[config.mk]
export PLATFORM = sky130hd
export DESIGN_NAME = slew_limited_heading_tracker_core_flat
export DESIGN_NICKNAME = d
export VERILOG_FILES = /design/src/hw/rtl/slht_pkg.sv /design/src/hw/rtl/slht_if.sv /design/src/hw/rtl/slew_limited_heading_tracker_core.sv /design/src/hw/rtl/slht_cordic.sv /design/src/hw/rtl/slht_slew.sv /design/src/flat_wrapper.sv
export SDC_FILE = /design/constraint.sdc
export NUM_CORES = 2
export LEC_CHECK = 0
export ABC_AREA = 0
export BUFFER_PORTS_ARGS = -buffer_cell sky130_fd_sc_hd__buf_2
export CORE_UTILIZATION = 65
export DETAILED_ROUTE_END_ITERATION = 10
export HOLD_SLACK_MARGIN = 0.15
export PLACE_DENSITY = 0.81
export SYNTH_ARGS = -nofsm -noshare
export SYNTH_HDL_FRONTEND = slang
export SYNTH_SLANG_ARGS = --single-unit
[constraint.sdc]
create_clock -name clk -period 15 [get_ports clk]
set_input_delay 3 -clock clk [delete_from_list [all_inputs] [get_ports clk]]
set_output_delay 3 -clock clk [all_outputs]
set_load 0.1 [all_outputs]
[src/hw/rtl/slht_pkg.sv]
// Shared constants, control structs and the arctangent table of the heading tracker.
package slht_pkg;

    localparam int ANGLE_BITS_DEF = 16;
    localparam int COORD_BITS_DEF = 12;

    localparam int CENTER_W   = 11;
    localparam int RATE_W     = 16;
    localparam int MS_W       = 10;
    localparam int LIMIT_W    = RATE_W + MS_W;
    localparam int RATE_FRAC  = 8;
    localparam int CFG_W      = 16;
    localparam int CFG_IDX_W  = 2;

    localparam int ACC_W        = 32;
    localparam int FRAC_BITS    = 20;
    localparam int GUARD_BITS   = 3;
    localparam int CORDIC_STEPS = 24;
    localparam int STEP_W       = $clog2(CORDIC_STEPS);

    localparam logic [CFG_IDX_W-1:0] REG_CENTER_X  = 2'd0;
    localparam logic [CFG_IDX_W-1:0] REG_CENTER_Y  = 2'd1;
    localparam logic [CFG_IDX_W-1:0] REG_TURN_RATE = 2'd2;

    localparam logic [CENTER_W-1:0] CENTER_X_RST  = 11'd400;
    localparam logic [CENTER_W-1:0] CENTER_Y_RST  = 11'd300;
    localparam logic [RATE_W-1:0]   TURN_RATE_RST = 16'd4194;

    typedef struct packed {
        logic              load;
        logic              iterate;
        logic [STEP_W-1:0] step;
    } cordic_ctl_t;

    typedef struct packed {
        logic diff_en;
        logic clamp_en;
    } slew_ctl_t;

    // atan(2^-i) as a 32-bit fraction of a turn
    function automatic logic [ACC_W-1:0] atan_turn(input logic [STEP_W-1:0] i);
        logic [ACC_W-1:0] v;
        case (i)
            5'd0:    v = 32'd536870912;
            5'd1:    v = 32'd316933406;
            5'd2:    v = 32'd167458907;
            5'd3:    v = 32'd85004756;
            5'd4:    v = 32'd42667331;
            5'd5:    v = 32'd21354465;
            5'd6:    v = 32'd10679838;
            5'd7:    v = 32'd5340245;
            5'd8:    v = 32'd2670163;
            5'd9:    v = 32'd1335087;
            5'd10:   v = 32'd667544;
            5'd11:   v = 32'd333772;
            5'd12:   v = 32'd166886;
            5'd13:   v = 32'd83443;
            5'd14:   v = 32'd41722;
            5'd15:   v = 32'd20861;
            5'd16:   v = 32'd10430;
            5'd17:   v = 32'd5215;
            5'd18:   v = 32'd2608;
            5'd19:   v = 32'd1304;
            5'd20:   v = 32'd652;
            5'd21:   v = 32'd326;
            5'd22:   v = 32'd163;
            5'd23:   v = 32'd81;
            default: v = '0;
        endcase
        return v;
    endfunction

endpackage

[src/hw/rtl/slht_if.sv]
// Valid/ready channel interfaces for input and result words.
interface slht_in_if #(
    parameter int COORD_BITS = slht_pkg::COORD_BITS_DEF
);
    logic                         valid;
    logic                         ready;
    logic signed [COORD_BITS-1:0] target_x;
    logic signed [COORD_BITS-1:0] target_y;
    logic [slht_pkg::MS_W-1:0]    elapsed_ms;

    modport source (output valid, target_x, target_y, elapsed_ms, input ready);
    modport sink   (input valid, target_x, target_y, elapsed_ms, output ready);
endinterface

interface slht_out_if #(
    parameter int ANGLE_BITS = slht_pkg::ANGLE_BITS_DEF
);
    logic                       valid;
    logic                       ready;
    logic [ANGLE_BITS-1:0]      new_heading;
    logic signed [ANGLE_BITS:0] applied_turn;

    modport source (output valid, new_heading, applied_turn, input ready);
    modport sink   (input valid, new_heading, applied_turn, output ready);
endinterface

[src/hw/rtl/slew_limited_heading_tracker_core.sv]
// Top level of the slew-limited heading tracker: sequencer, config and output register.
//
//  channel   dir  handshake        word contents
//  in_ch     in   valid/ready      target_x, target_y, elapsed_ms
//  out_ch    out  valid/ready      new_heading, applied_turn
//  cfg       in   cfg_we only      cfg_index, cfg_data (center_x, center_y, turn_rate)
//
// Each word passes through accept, vector load, 24 iterations of the shared CORDIC
// shift-add unit, round, difference, clamp and output before in_ch is ready again.
// rst_n clears the heading, the config registers to their defaults and the sequencer.
// A finished word waits in the output register; the sequencer holds in its output
// step only when a second result arrives before the first one is taken.
module slew_limited_heading_tracker_core #(
    parameter int ANGLE_BITS = slht_pkg::ANGLE_BITS_DEF,
    parameter int COORD_BITS = slht_pkg::COORD_BITS_DEF
) (
    input  logic                           clk,
    input  logic                           rst_n,
    slht_in_if.sink                        in_ch,
    slht_out_if.source                     out_ch,
    input  logic                           cfg_we,
    input  logic [slht_pkg::CFG_IDX_W-1:0] cfg_index,
    input  logic [slht_pkg::CFG_W-1:0]     cfg_data
);
    localparam int SH = slht_pkg::ACC_W - ANGLE_BITS;
    localparam logic [slht_pkg::STEP_W-1:0] LAST_STEP = slht_pkg::STEP_W'(slht_pkg::CORDIC_STEPS - 1);
    localparam logic [slht_pkg::ACC_W:0] ROUND_HALF = (slht_pkg::ACC_W + 1)'(1) << (SH - 1);

    typedef enum logic [6:0] {
        S_IDLE  = 7'b0000001,
        S_LOAD  = 7'b0000010,
        S_ITER  = 7'b0000100,
        S_ROUND = 7'b0001000,
        S_DIFF  = 7'b0010000,
        S_CLAMP = 7'b0100000,
        S_OUT   = 7'b1000000
    } state_t;

    state_t state_reg, state_next;
    logic [slht_pkg::STEP_W-1:0] step_reg, step_next;

    // config registers
    logic [slht_pkg::CENTER_W-1:0] cx_reg, cy_reg;
    logic [slht_pkg::RATE_W-1:0]   rate_reg;

    // captured input word
    logic signed [COORD_BITS-1:0] tx_reg, ty_reg;
    logic [slht_pkg::MS_W-1:0]    ms_reg;

    logic [ANGLE_BITS-1:0]        heading_reg;
    logic [ANGLE_BITS-1:0]        bearing_reg;
    logic [slht_pkg::LIMIT_W-1:0] limit_reg;

    // output register
    logic                       out_v_reg;
    logic [ANGLE_BITS-1:0]      nh_reg;
    logic signed [ANGLE_BITS:0] at_reg;

    slht_pkg::cordic_ctl_t      cordic_ctl;
    slht_pkg::slew_ctl_t        slew_ctl;
    logic [slht_pkg::ACC_W-1:0] acc;
    logic                       is_zero;
    logic signed [ANGLE_BITS:0] turn;
    logic [slht_pkg::ACC_W:0]   rsum;
    logic                       in_acc, out_free;
    logic [ANGLE_BITS-1:0]      heading_new;

    assign in_ch.ready = (state_reg == S_IDLE);
    assign in_acc      = in_ch.valid && in_ch.ready;
    assign out_free    = !out_v_reg || out_ch.ready;

    always_comb
    begin
        state_next = state_reg;
        step_next  = step_reg;
        case (state_reg)
            S_IDLE:
            begin
                if (in_acc)
                begin
                    state_next = S_LOAD;
                end
            end
            S_LOAD:
            begin
                state_next = S_ITER;
                step_next  = '0;
            end
            S_ITER:
            begin
                if (step_reg == LAST_STEP)
                begin
                    state_next = S_ROUND;
                end
                else
                begin
                    step_next = step_reg + 1'b1;
                end
            end
            S_ROUND: state_next = S_DIFF;
            S_DIFF:  state_next = S_CLAMP;
            S_CLAMP: state_next = S_OUT;
            S_OUT:
            begin
                if (out_free)
                begin
                    state_next = S_IDLE;
                end
            end
            default: state_next = S_IDLE;
        endcase
    end

    always_comb
    begin
        cordic_ctl.load     = (state_reg == S_LOAD);
        cordic_ctl.iterate  = (state_reg == S_ITER);
        cordic_ctl.step     = step_reg;
        slew_ctl.diff_en    = (state_reg == S_DIFF);
        slew_ctl.clamp_en   = (state_reg == S_CLAMP);
        // round half up to the angle width; the carry out wraps away
        rsum        = {1'b0, acc} + ROUND_HALF;
        heading_new = heading_reg + turn[ANGLE_BITS-1:0];
    end

    always_ff @(posedge clk or negedge rst_n)
    begin
        if (!rst_n)
        begin
            state_reg   <= S_IDLE;
            step_reg    <= '0;
            heading_reg <= '0;
            out_v_reg   <= 1'b0;
            cx_reg      <= slht_pkg::CENTER_X_RST;
            cy_reg      <= slht_pkg::CENTER_Y_RST;
            rate_reg    <= slht_pkg::TURN_RATE_RST;
        end
        else
        begin
            state_reg <= state_next;
            step_reg  <= step_next;
            if (cfg_we)
            begin
                case (cfg_index)
                    slht_pkg::REG_CENTER_X:  cx_reg   <= cfg_data[slht_pkg::CENTER_W-1:0];
                    slht_pkg::REG_CENTER_Y:  cy_reg   <= cfg_data[slht_pkg::CENTER_W-1:0];
                    slht_pkg::REG_TURN_RATE: rate_reg <= cfg_data[slht_pkg::RATE_W-1:0];
                    default: ;
                endcase
            end
            if (state_reg == S_OUT && out_free)
            begin
                heading_reg <= heading_new;
                out_v_reg   <= 1'b1;
            end
            else if (out_ch.ready)
            begin
                out_v_reg <= 1'b0;
            end
        end
    end

    // payload registers
    always_ff @(posedge clk)
    begin
        if (in_acc)
        begin
            tx_reg <= in_ch.target_x;
            ty_reg <= in_ch.target_y;
            ms_reg <= in_ch.elapsed_ms;
        end
        if (state_reg == S_ROUND)
        begin
            bearing_reg <= is_zero ? '0 : rsum[slht_pkg::ACC_W-1:SH];
            limit_reg   <= rate_reg * ms_reg;
        end
        if (state_reg == S_OUT && out_free)
        begin
            nh_reg <= heading_new;
            at_reg <= turn;
        end
    end

    slht_cordic #(
        .COORD_BITS(COORD_BITS)
    ) u_cordic (
        .clk     (clk),
        .rst_n   (rst_n),
        .ctl     (cordic_ctl),
        .center_x(cx_reg),
        .center_y(cy_reg),
        .target_x(tx_reg),
        .target_y(ty_reg),
        .acc     (acc),
        .is_zero (is_zero)
    );

    slht_slew #(
        .ANGLE_BITS(ANGLE_BITS)
    ) u_slew (
        .clk    (clk),
        .rst_n  (rst_n),
        .ctl    (slew_ctl),
        .bearing(bearing_reg),
        .heading(heading_reg),
        .limit  (limit_reg),
        .turn   (turn)
    );

    assign out_ch.valid        = out_v_reg;
    assign out_ch.new_heading  = nh_reg;
    assign out_ch.applied_turn = at_reg;

    a_accept_load: assert property (@(posedge clk) disable iff (!rst_n)
        in_acc |=> (state_reg == S_LOAD))
        else $error("accept did not start vector load");

    a_heading_hold: assert property (@(posedge clk) disable iff (!rst_n)
        (state_reg != S_OUT) |=> $stable(heading_reg))
        else $error("heading moved outside output step");

    a_result_src: assert property (@(posedge clk) disable iff (!rst_n)
        $rose(out_v_reg) |-> ($past(state_reg) == S_OUT))
        else $error("result valid without output step");

    a_result_heading: assert property (@(posedge clk) disable iff (!rst_n)
        (state_reg == S_OUT && out_free) |=> (nh_reg == heading_reg))
        else $error("output heading differs from stored heading");
endmodule

[src/hw/rtl/slht_cordic.sv]
// Vectoring CORDIC datapath: one shift-add iteration per cycle on shared registers.
module slht_cordic #(
    parameter int COORD_BITS = slht_pkg::COORD_BITS_DEF
) (
    input  logic                          clk,
    input  logic                          rst_n,
    input  slht_pkg::cordic_ctl_t         ctl,
    input  logic [slht_pkg::CENTER_W-1:0] center_x,
    input  logic [slht_pkg::CENTER_W-1:0] center_y,
    input  logic signed [COORD_BITS-1:0]  target_x,
    input  logic signed [COORD_BITS-1:0]  target_y,
    output logic [slht_pkg::ACC_W-1:0]    acc,
    output logic                          is_zero
);
    localparam int CS_W = slht_pkg::CENTER_W + 1;
    localparam int DX_W = ((COORD_BITS > CS_W) ? COORD_BITS : CS_W) + 1;
    localparam int W    = DX_W + slht_pkg::FRAC_BITS + slht_pkg::GUARD_BITS;
    localparam logic [slht_pkg::ACC_W-1:0] HALF_TURN = {1'b1, {(slht_pkg::ACC_W-1){1'b0}}};

    logic signed [W-1:0]          x_reg, y_reg;
    logic [slht_pkg::ACC_W-1:0]   acc_reg;
    logic                         zero_reg;

    logic signed [DX_W-1:0] dx, dy, dxn, dyn;
    logic                   flip;
    logic signed [W-1:0]    x_load, y_load, xs, ys;
    logic [slht_pkg::ACC_W-1:0] atan_v;

    always_comb
    begin
        dx     = DX_W'(target_x) - $signed(DX_W'(center_x));
        dy     = DX_W'(target_y) - $signed(DX_W'(center_y));
        flip   = dx[DX_W-1];
        // left half plane: pre-rotate by half a turn
        dxn    = flip ? -dx : dx;
        dyn    = flip ? -dy : dy;
        x_load = W'(dxn) <<< slht_pkg::FRAC_BITS;
        y_load = W'(dyn) <<< slht_pkg::FRAC_BITS;
        xs     = x_reg >>> ctl.step;
        ys     = y_reg >>> ctl.step;
        atan_v = slht_pkg::atan_turn(ctl.step);
    end

    always_ff @(posedge clk)
    begin
        if (ctl.load)
        begin
            x_reg    <= x_load;
            y_reg    <= y_load;
            acc_reg  <= flip ? HALF_TURN : '0;
            zero_reg <= (dx == '0) && (dy == '0);
        end
        else if (ctl.iterate)
        begin
            if (!y_reg[W-1])
            begin
                x_reg   <= x_reg + ys;
                y_reg   <= y_reg - xs;
                acc_reg <= acc_reg + atan_v;
            end
            else
            begin
                x_reg   <= x_reg - ys;
                y_reg   <= y_reg + xs;
                acc_reg <= acc_reg - atan_v;
            end
        end
    end

    assign acc     = acc_reg;
    assign is_zero = zero_reg;

    // step index must stay inside the table while iterating
    a_step_range: assert property (@(posedge clk) disable iff (!rst_n)
        ctl.iterate |-> (int'(ctl.step) < slht_pkg::CORDIC_STEPS))
        else $error("cordic step out of range");

    a_ctl_excl: assert property (@(posedge clk) disable iff (!rst_n)
        !(ctl.load && ctl.iterate))
        else $error("cordic load and iterate together");

    a_load_zero: assert property (@(posedge clk) disable iff (!rst_n)
        (ctl.load && dx == '0 && dy == '0) |=> is_zero)
        else $error("zero vector not flagged");
endmodule

[src/hw/rtl/slht_slew.sv]
// Shortest signed turn from heading to bearing, clamped to the slew limit.
module slht_slew #(
    parameter int ANGLE_BITS = slht_pkg::ANGLE_BITS_DEF
) (
    input  logic                         clk,
    input  logic                         rst_n,
    input  slht_pkg::slew_ctl_t          ctl,
    input  logic [ANGLE_BITS-1:0]        bearing,
    input  logic [ANGLE_BITS-1:0]        heading,
    input  logic [slht_pkg::LIMIT_W-1:0] limit,
    output logic signed [ANGLE_BITS:0]   turn
);
    localparam int MW = ANGLE_BITS + slht_pkg::RATE_FRAC;
    localparam int CW = (MW > slht_pkg::LIMIT_W) ? MW : slht_pkg::LIMIT_W;
    localparam logic [ANGLE_BITS-1:0] HALF = {1'b1, {(ANGLE_BITS-1){1'b0}}};

    logic [ANGLE_BITS-1:0]      mag_reg;
    logic                       neg_reg;
    logic signed [ANGLE_BITS:0] turn_reg;

    logic [ANGLE_BITS-1:0] diffu, mag_c;
    logic                  gt;
    logic [CW-1:0]         mag_w, lim_w, cut_w;
    logic                  over;

    always_comb
    begin
        diffu = bearing - heading;
        gt    = diffu > HALF;   // exact half turn stays positive
        mag_w = CW'({mag_reg, {slht_pkg::RATE_FRAC{1'b0}}});
        lim_w = CW'(limit);
        cut_w = lim_w >> slht_pkg::RATE_FRAC;
        over  = mag_w > lim_w;
        mag_c = over ? cut_w[ANGLE_BITS-1:0] : mag_reg;
    end

    always_ff @(posedge clk)
    begin
        if (ctl.diff_en)
        begin
            mag_reg <= gt ? -diffu : diffu;
            neg_reg <= gt;
        end
        if (ctl.clamp_en)
        begin
            turn_reg <= neg_reg ? -$signed({1'b0, mag_c}) : $signed({1'b0, mag_c});
        end
    end

    assign turn = turn_reg;

    a_clamp_bound: assert property (@(posedge clk) disable iff (!rst_n)
        ctl.clamp_en |-> (CW'({mag_c, {slht_pkg::RATE_FRAC{1'b0}}}) <= lim_w))
        else $error("clamped turn exceeds limit");

    a_steps_apart: assert property (@(posedge clk) disable iff (!rst_n)
        !(ctl.diff_en && ctl.clamp_en))
        else $error("diff and clamp in same cycle");

    a_mag_half: assert property (@(posedge clk) disable iff (!rst_n)
        ctl.diff_en |=> (mag_reg <= HALF))
        else $error("turn magnitude above half turn");
endmodule
[src/flat_wrapper.sv]
// flat-port wrapper written by rule: the top's interface ports become plain ports
module slew_limited_heading_tracker_core_flat 
#(
    parameter int ANGLE_BITS = slht_pkg::ANGLE_BITS_DEF,
    parameter int COORD_BITS = slht_pkg::COORD_BITS_DEF
)
  (clk, rst_n, cfg_we, cfg_index, cfg_data, in_ch_valid, in_ch_target_x, in_ch_target_y, in_ch_elapsed_ms, in_ch_ready, out_ch_valid, out_ch_new_heading, out_ch_applied_turn, out_ch_ready);
  slht_in_if #(.COORD_BITS(COORD_BITS)) in_ch_i ();
  slht_out_if #(.ANGLE_BITS(ANGLE_BITS)) out_ch_i ();
  input  logic clk;
  input  logic rst_n;
  input  logic cfg_we;
  input  logic [slht_pkg::CFG_IDX_W-1:0] cfg_index;
  input  logic [slht_pkg::CFG_W-1:0] cfg_data;
  input wire logic [$bits(in_ch_i.valid)-1:0] in_ch_valid;
  input wire logic [$bits(in_ch_i.target_x)-1:0] in_ch_target_x;
  input wire logic [$bits(in_ch_i.target_y)-1:0] in_ch_target_y;
  input wire logic [$bits(in_ch_i.elapsed_ms)-1:0] in_ch_elapsed_ms;
  output wire logic [$bits(in_ch_i.ready)-1:0] in_ch_ready;
  output wire logic [$bits(out_ch_i.valid)-1:0] out_ch_valid;
  output wire logic [$bits(out_ch_i.new_heading)-1:0] out_ch_new_heading;
  output wire logic [$bits(out_ch_i.applied_turn)-1:0] out_ch_applied_turn;
  input wire logic [$bits(out_ch_i.ready)-1:0] out_ch_ready;
  assign in_ch_i.valid = in_ch_valid;
  assign in_ch_i.target_x = in_ch_target_x;
  assign in_ch_i.target_y = in_ch_target_y;
  assign in_ch_i.elapsed_ms = in_ch_elapsed_ms;
  assign in_ch_ready = in_ch_i.ready;
  assign out_ch_valid = out_ch_i.valid;
  assign out_ch_new_heading = out_ch_i.new_heading;
  assign out_ch_applied_turn = out_ch_i.applied_turn;
  assign out_ch_i.ready = out_ch_ready;
  slew_limited_heading_tracker_core #(.ANGLE_BITS(ANGLE_BITS), .COORD_BITS(COORD_BITS)) u_core (.clk(clk), .rst_n(rst_n), .in_ch(in_ch_i), .out_ch(out_ch_i), .cfg_we(cfg_we), .cfg_index(cfg_index), .cfg_data(cfg_data));
endmodule
==> impl_summary.log <==
INFO  metric antenna_left = 0
INFO  metric setup_total_negative_slack = 0 ps
INFO  metric syn_avg_cell_area = approximately 9.0 sq um
INFO  metric gr-usage-met2 = a little under three fifths
INFO  metric areaGrowthSynthToFinish = 6.50%
INFO  metric mappedNetlistArea = 0.0329 sq mm
INFO  metric final_critical_path_setup_slack = roughly 7000 ps
INFO  metric fillers = approximately 4,000
INFO  metric min_delay_path_depth = 0
INFO  metric synthesis.instances = 3,634
INFO  metric antenna_found_initial = 0
INFO  metric critical_path_arrival = 8410 ps
INFO  metric worst-slew-pin-transition = a little over 1000 ps
INFO  metric post_cts_resize_count = 0
INFO  metric hpwl_reported_at_the_end_of_detailed_placement = ~69,000 um
INFO  metric synth_seq_area_share = a little over a quarter
INFO  metric synth.net_count = about 4,000
INFO  metric vias = roughly 29,000
INFO  metric finish.instance_area = 0.0350 sq mm
INFO  metric register_cell_area_after_layout = around 0.0087 sq mm
INFO  metric timing.critical_path.to_type = register
INFO  metric yosys.area.top_type = sky130_fd_sc_hd__edfxtp_1
INFO  metric startpoint_type = register
INFO  metric yosysMostFrequentCell = sky130_fd_sc_hd__nand2_1
INFO  metric multi_input_area = 0.0225 sq mm
INFO  metric grt_start_max_net_pins = between 80 and 90
INFO  metric max_freq = about 120 MHz
INFO  metric worstPathRequired = around 15,000 ps
INFO  metric drcViolationCount = 0
INFO  metric gr-usage-all-layers = a little under two fifths
INFO  metric hold_class = reg2reg
INFO  metric via_count_of_the_first_global_routing_pass = 26,993
INFO  metric reg2reg_slack = around 6900 ps
INFO  metric floorplan.core_area = 0.0501 sq mm
INFO  metric initial_core_util = 65.6%
INFO  metric overall_die_area = about 0.05 sq mm
INFO  metric grt.met3_usage = under 10%
INFO  metric post_dp_cell_area = ~0.034 sq mm
INFO  metric drt_pre_antenna_iters = 7
INFO  metric cts_hold_repair.buffers = 0
INFO  metric cts_tree = done
INFO  metric clk_latency = roughly 590 ps
INFO  metric synth-warning-count = 0
INFO  metric setup_viol_count_final = 0
INFO  metric run_status = complete, no violations
INFO  metric viasPerCell = 6.65
INFO  metric overall_overflow_remaining_after_global_route = 0
INFO  metric total_of_buffers_placed_on_input_and_output_ports = between 90 and 100
INFO  metric grt-busiest-layer = met2
INFO  metric die_x = 227 um
INFO  metric finalNetCount = ~4,000
INFO  metric post-cts-setup-buffer-count = 0
INFO  metric final_period_minus_worst_setup_slack = ~8100 ps
INFO  metric postSynth.asyncResetShare = a little over a fifth
INFO  metric cap_violations = 0
INFO  metric gpl_congestion = between 1 and 1.5
INFO  metric grt_use_met1 = about half
INFO  metric cts_buffers = 37
INFO  metric final_layout_size_suffix_gt1_share = approximately a tenth
INFO  metric max_slew_margin = 28.9%
INFO  metric synth_top_cells_by_area = sky130_fd_sc_hd__edfxtp_1 (19%), sky130_fd_sc_hd__ha_1 (9.3%), sky130_fd_sc_hd__fa_1 (7.1%), sky130_fd_sc_hd__mux4_2 (4.7%), sky130_fd_sc_hd__dfrtp_1 (4.2%)
INFO  metric hold_viol = 0
INFO  metric number_of_rows_created_at_floorplan = 82
INFO  metric drt_wl_total = about 94,000 um
INFO  metric clkSinkCount = roughly 320
INFO  metric clkSlewWorstSetupHoldPaths = 70 ps
INFO  metric wire_per_inst = between 20 and 25 um
INFO  metric reg2regPathDepth = 22
INFO  metric maxSlewViolCount = 0
INFO  metric synth-edff-count = 208
INFO  metric num_io_pins = about 90
INFO  metric place_worst_setup_slack = ~7000 ps
INFO  metric detailedRoute.firstIterationViolations = between 3,000 and 4,000
INFO  metric timing.critical_path.fanout_max = 52
INFO  metric seq_cells_post_synth = around 320
INFO  metric post-synth-top-area-fraction = between 10% and 20%
INFO  metric commonest_register_cell_after_synthesis = sky130_fd_sc_hd__edfxtp_1
INFO  metric antennaDiodeCount = 0
INFO  metric fin_crit_sh = a little over half
INFO  metric yosysUniqueCellTypes = 100
INFO  metric netlist_top_cells_count = sky130_fd_sc_hd__nand2_1 (342), sky130_fd_sc_hd__nor2_1 (246), sky130_fd_sc_hd__ha_1 (245)
INFO  metric setup_repair_after_global_routing_missed_its_margin = no
INFO  metric worst_clock_skew = between 20 and 25 ps
INFO  metric criticalPathCategory = reg2reg
INFO  metric die_y = 227 um
INFO  metric first_pass_grt_wire_length = about 150,000 um
INFO  metric max-clock-path-buffers = 3
INFO  metric clock_root_buffer = sky130_fd_sc_hd__clkbuf_16
INFO  metric htreeDepth = 2
[metal layers]
metal	vias to the layer above	routed length [um]
met4	0	4330
met2	1587	41700
li1	13193	-
met5	-	0
met3	335	9480
met1	13626	38300
[area by class of cell]
class | count | share of cell area (%)
Tap cell | 672 | 2.40
Multi-Input combinational cell | 2900 | 64.4
Inverter | 247 | 2.65
Timing Repair Buffer | 120 | 1.93
Sequential cell | 315 | 25.0
Clock buffer | 45 | 2.94
Clock inverter | 23 | 0.729
[cells in the final DEF (no fill, tap or decap), drive strengths merged, types with 17 or more instances in the layout]
| cell | instances |
|---|---|
| nand2 | 342 |
| inv | 251 |
| nor2 | 246 |
| ha | 245 |
| o21ai | 223 |
| edfxtp | 208 |
| a21oi | 199 |
| xnor2 | 150 |
| xor2 | 144 |
| buf | 120 |
| fa | 117 |
| and2 | 105 |
| nand3 | 90 |
| nor3 | 79 |
| mux2 | 73 |
| mux2i | 70 |
| mux4 | 68 |
| a21o | 63 |
| dfrtp | 55 |
| o22ai | 51 |
| a31oi | 47 |
| a211oi | 46 |
| clkbuf | 45 |
| dfxtp | 40 |
| nand2b | 39 |
| nor2b | 38 |
| o21a | 35 |
| o211ai | 32 |
| and3 | 32 |
| nand4 | 30 |
| or3 | 25 |
| o21bai | 19 |
| nor3b | 19 |
| o31ai | 17 |
[cell families after synthesis]
kind of cell | count (synthesis) | synth area share, %
muxes | 211 | 9.29
xor gates and xnor gates | 294 | 7.83
buffers and inverters | 419 | 5.05
DFF | 315 | 26.6
adders and majority gates | 362 | 16.5
AOI/OAI and AO/OA | 909 | 18.0
and+or+nand+nor | 1124 | 16.8
[critical path: stages (launching register included)]
cell and delay, ps:
sky130_fd_sc_hd__dfrtp_4 800, sky130_fd_sc_hd__buf_4 740, sky130_fd_sc_hd__mux4_2 660, sky130_fd_sc_hd__mux4_2 500, sky130_fd_sc_hd__a221o_1 380, sky130_fd_sc_hd__nor4_4 390
sky130_fd_sc_hd__nand4_2 210, sky130_fd_sc_hd__nor4_2 470, sky130_fd_sc_hd__nand3_1 200, sky130_fd_sc_hd__o31ai_1 340, sky130_fd_sc_hd__mux2i_1 210, sky130_fd_sc_hd__o21ai_1 120
sky130_fd_sc_hd__ha_1 380, sky130_fd_sc_hd__a21oi_1 200, sky130_fd_sc_hd__o21ai_0 120, sky130_fd_sc_hd__a221o_1 330, sky130_fd_sc_hd__a31o_2 250, sky130_fd_sc_hd__a31o_2 240
sky130_fd_sc_hd__a221oi_1 400, sky130_fd_sc_hd__o21ai_0 230, sky130_fd_sc_hd__o41a_1 380, sky130_fd_sc_hd__xnor2_1 160, sky130_fd_sc_hd__o22ai_1 100
[path summary, 6_finish.rpt]
path	to	from
setup / recovery	u_core.u_cordic.y_reg[34]	u_core.step_reg[0]
hold / removal	u_core.out_ch.applied_turn[16]	u_core.u_slew.turn[16]
setup reg to reg	u_core.u_cordic.y_reg[34]	u_core.step_reg[0]
hold reg to reg	u_core.out_ch.applied_turn[16]	u_core.u_slew.turn[16]
max in group asynchronous	u_core.cy_reg[6]	rst_n
min in group asynchronous	u_core.step_reg[0]	rst_n
[stage by stage]
step           util, %  hold slack (ps)  std cells
3_5_place_dp      67.3              410       4254
6_report          69.9              421       4322
4_1_cts           69.9              424       4322
3_3_place_gp      67.3              407       4254
2_1_floorplan        -              400       3634
5_1_grt           69.9              454       4322
Power is not shown: default switching activity piles up to over one toggle a cycle in this logic, so the estimate is an artifact.
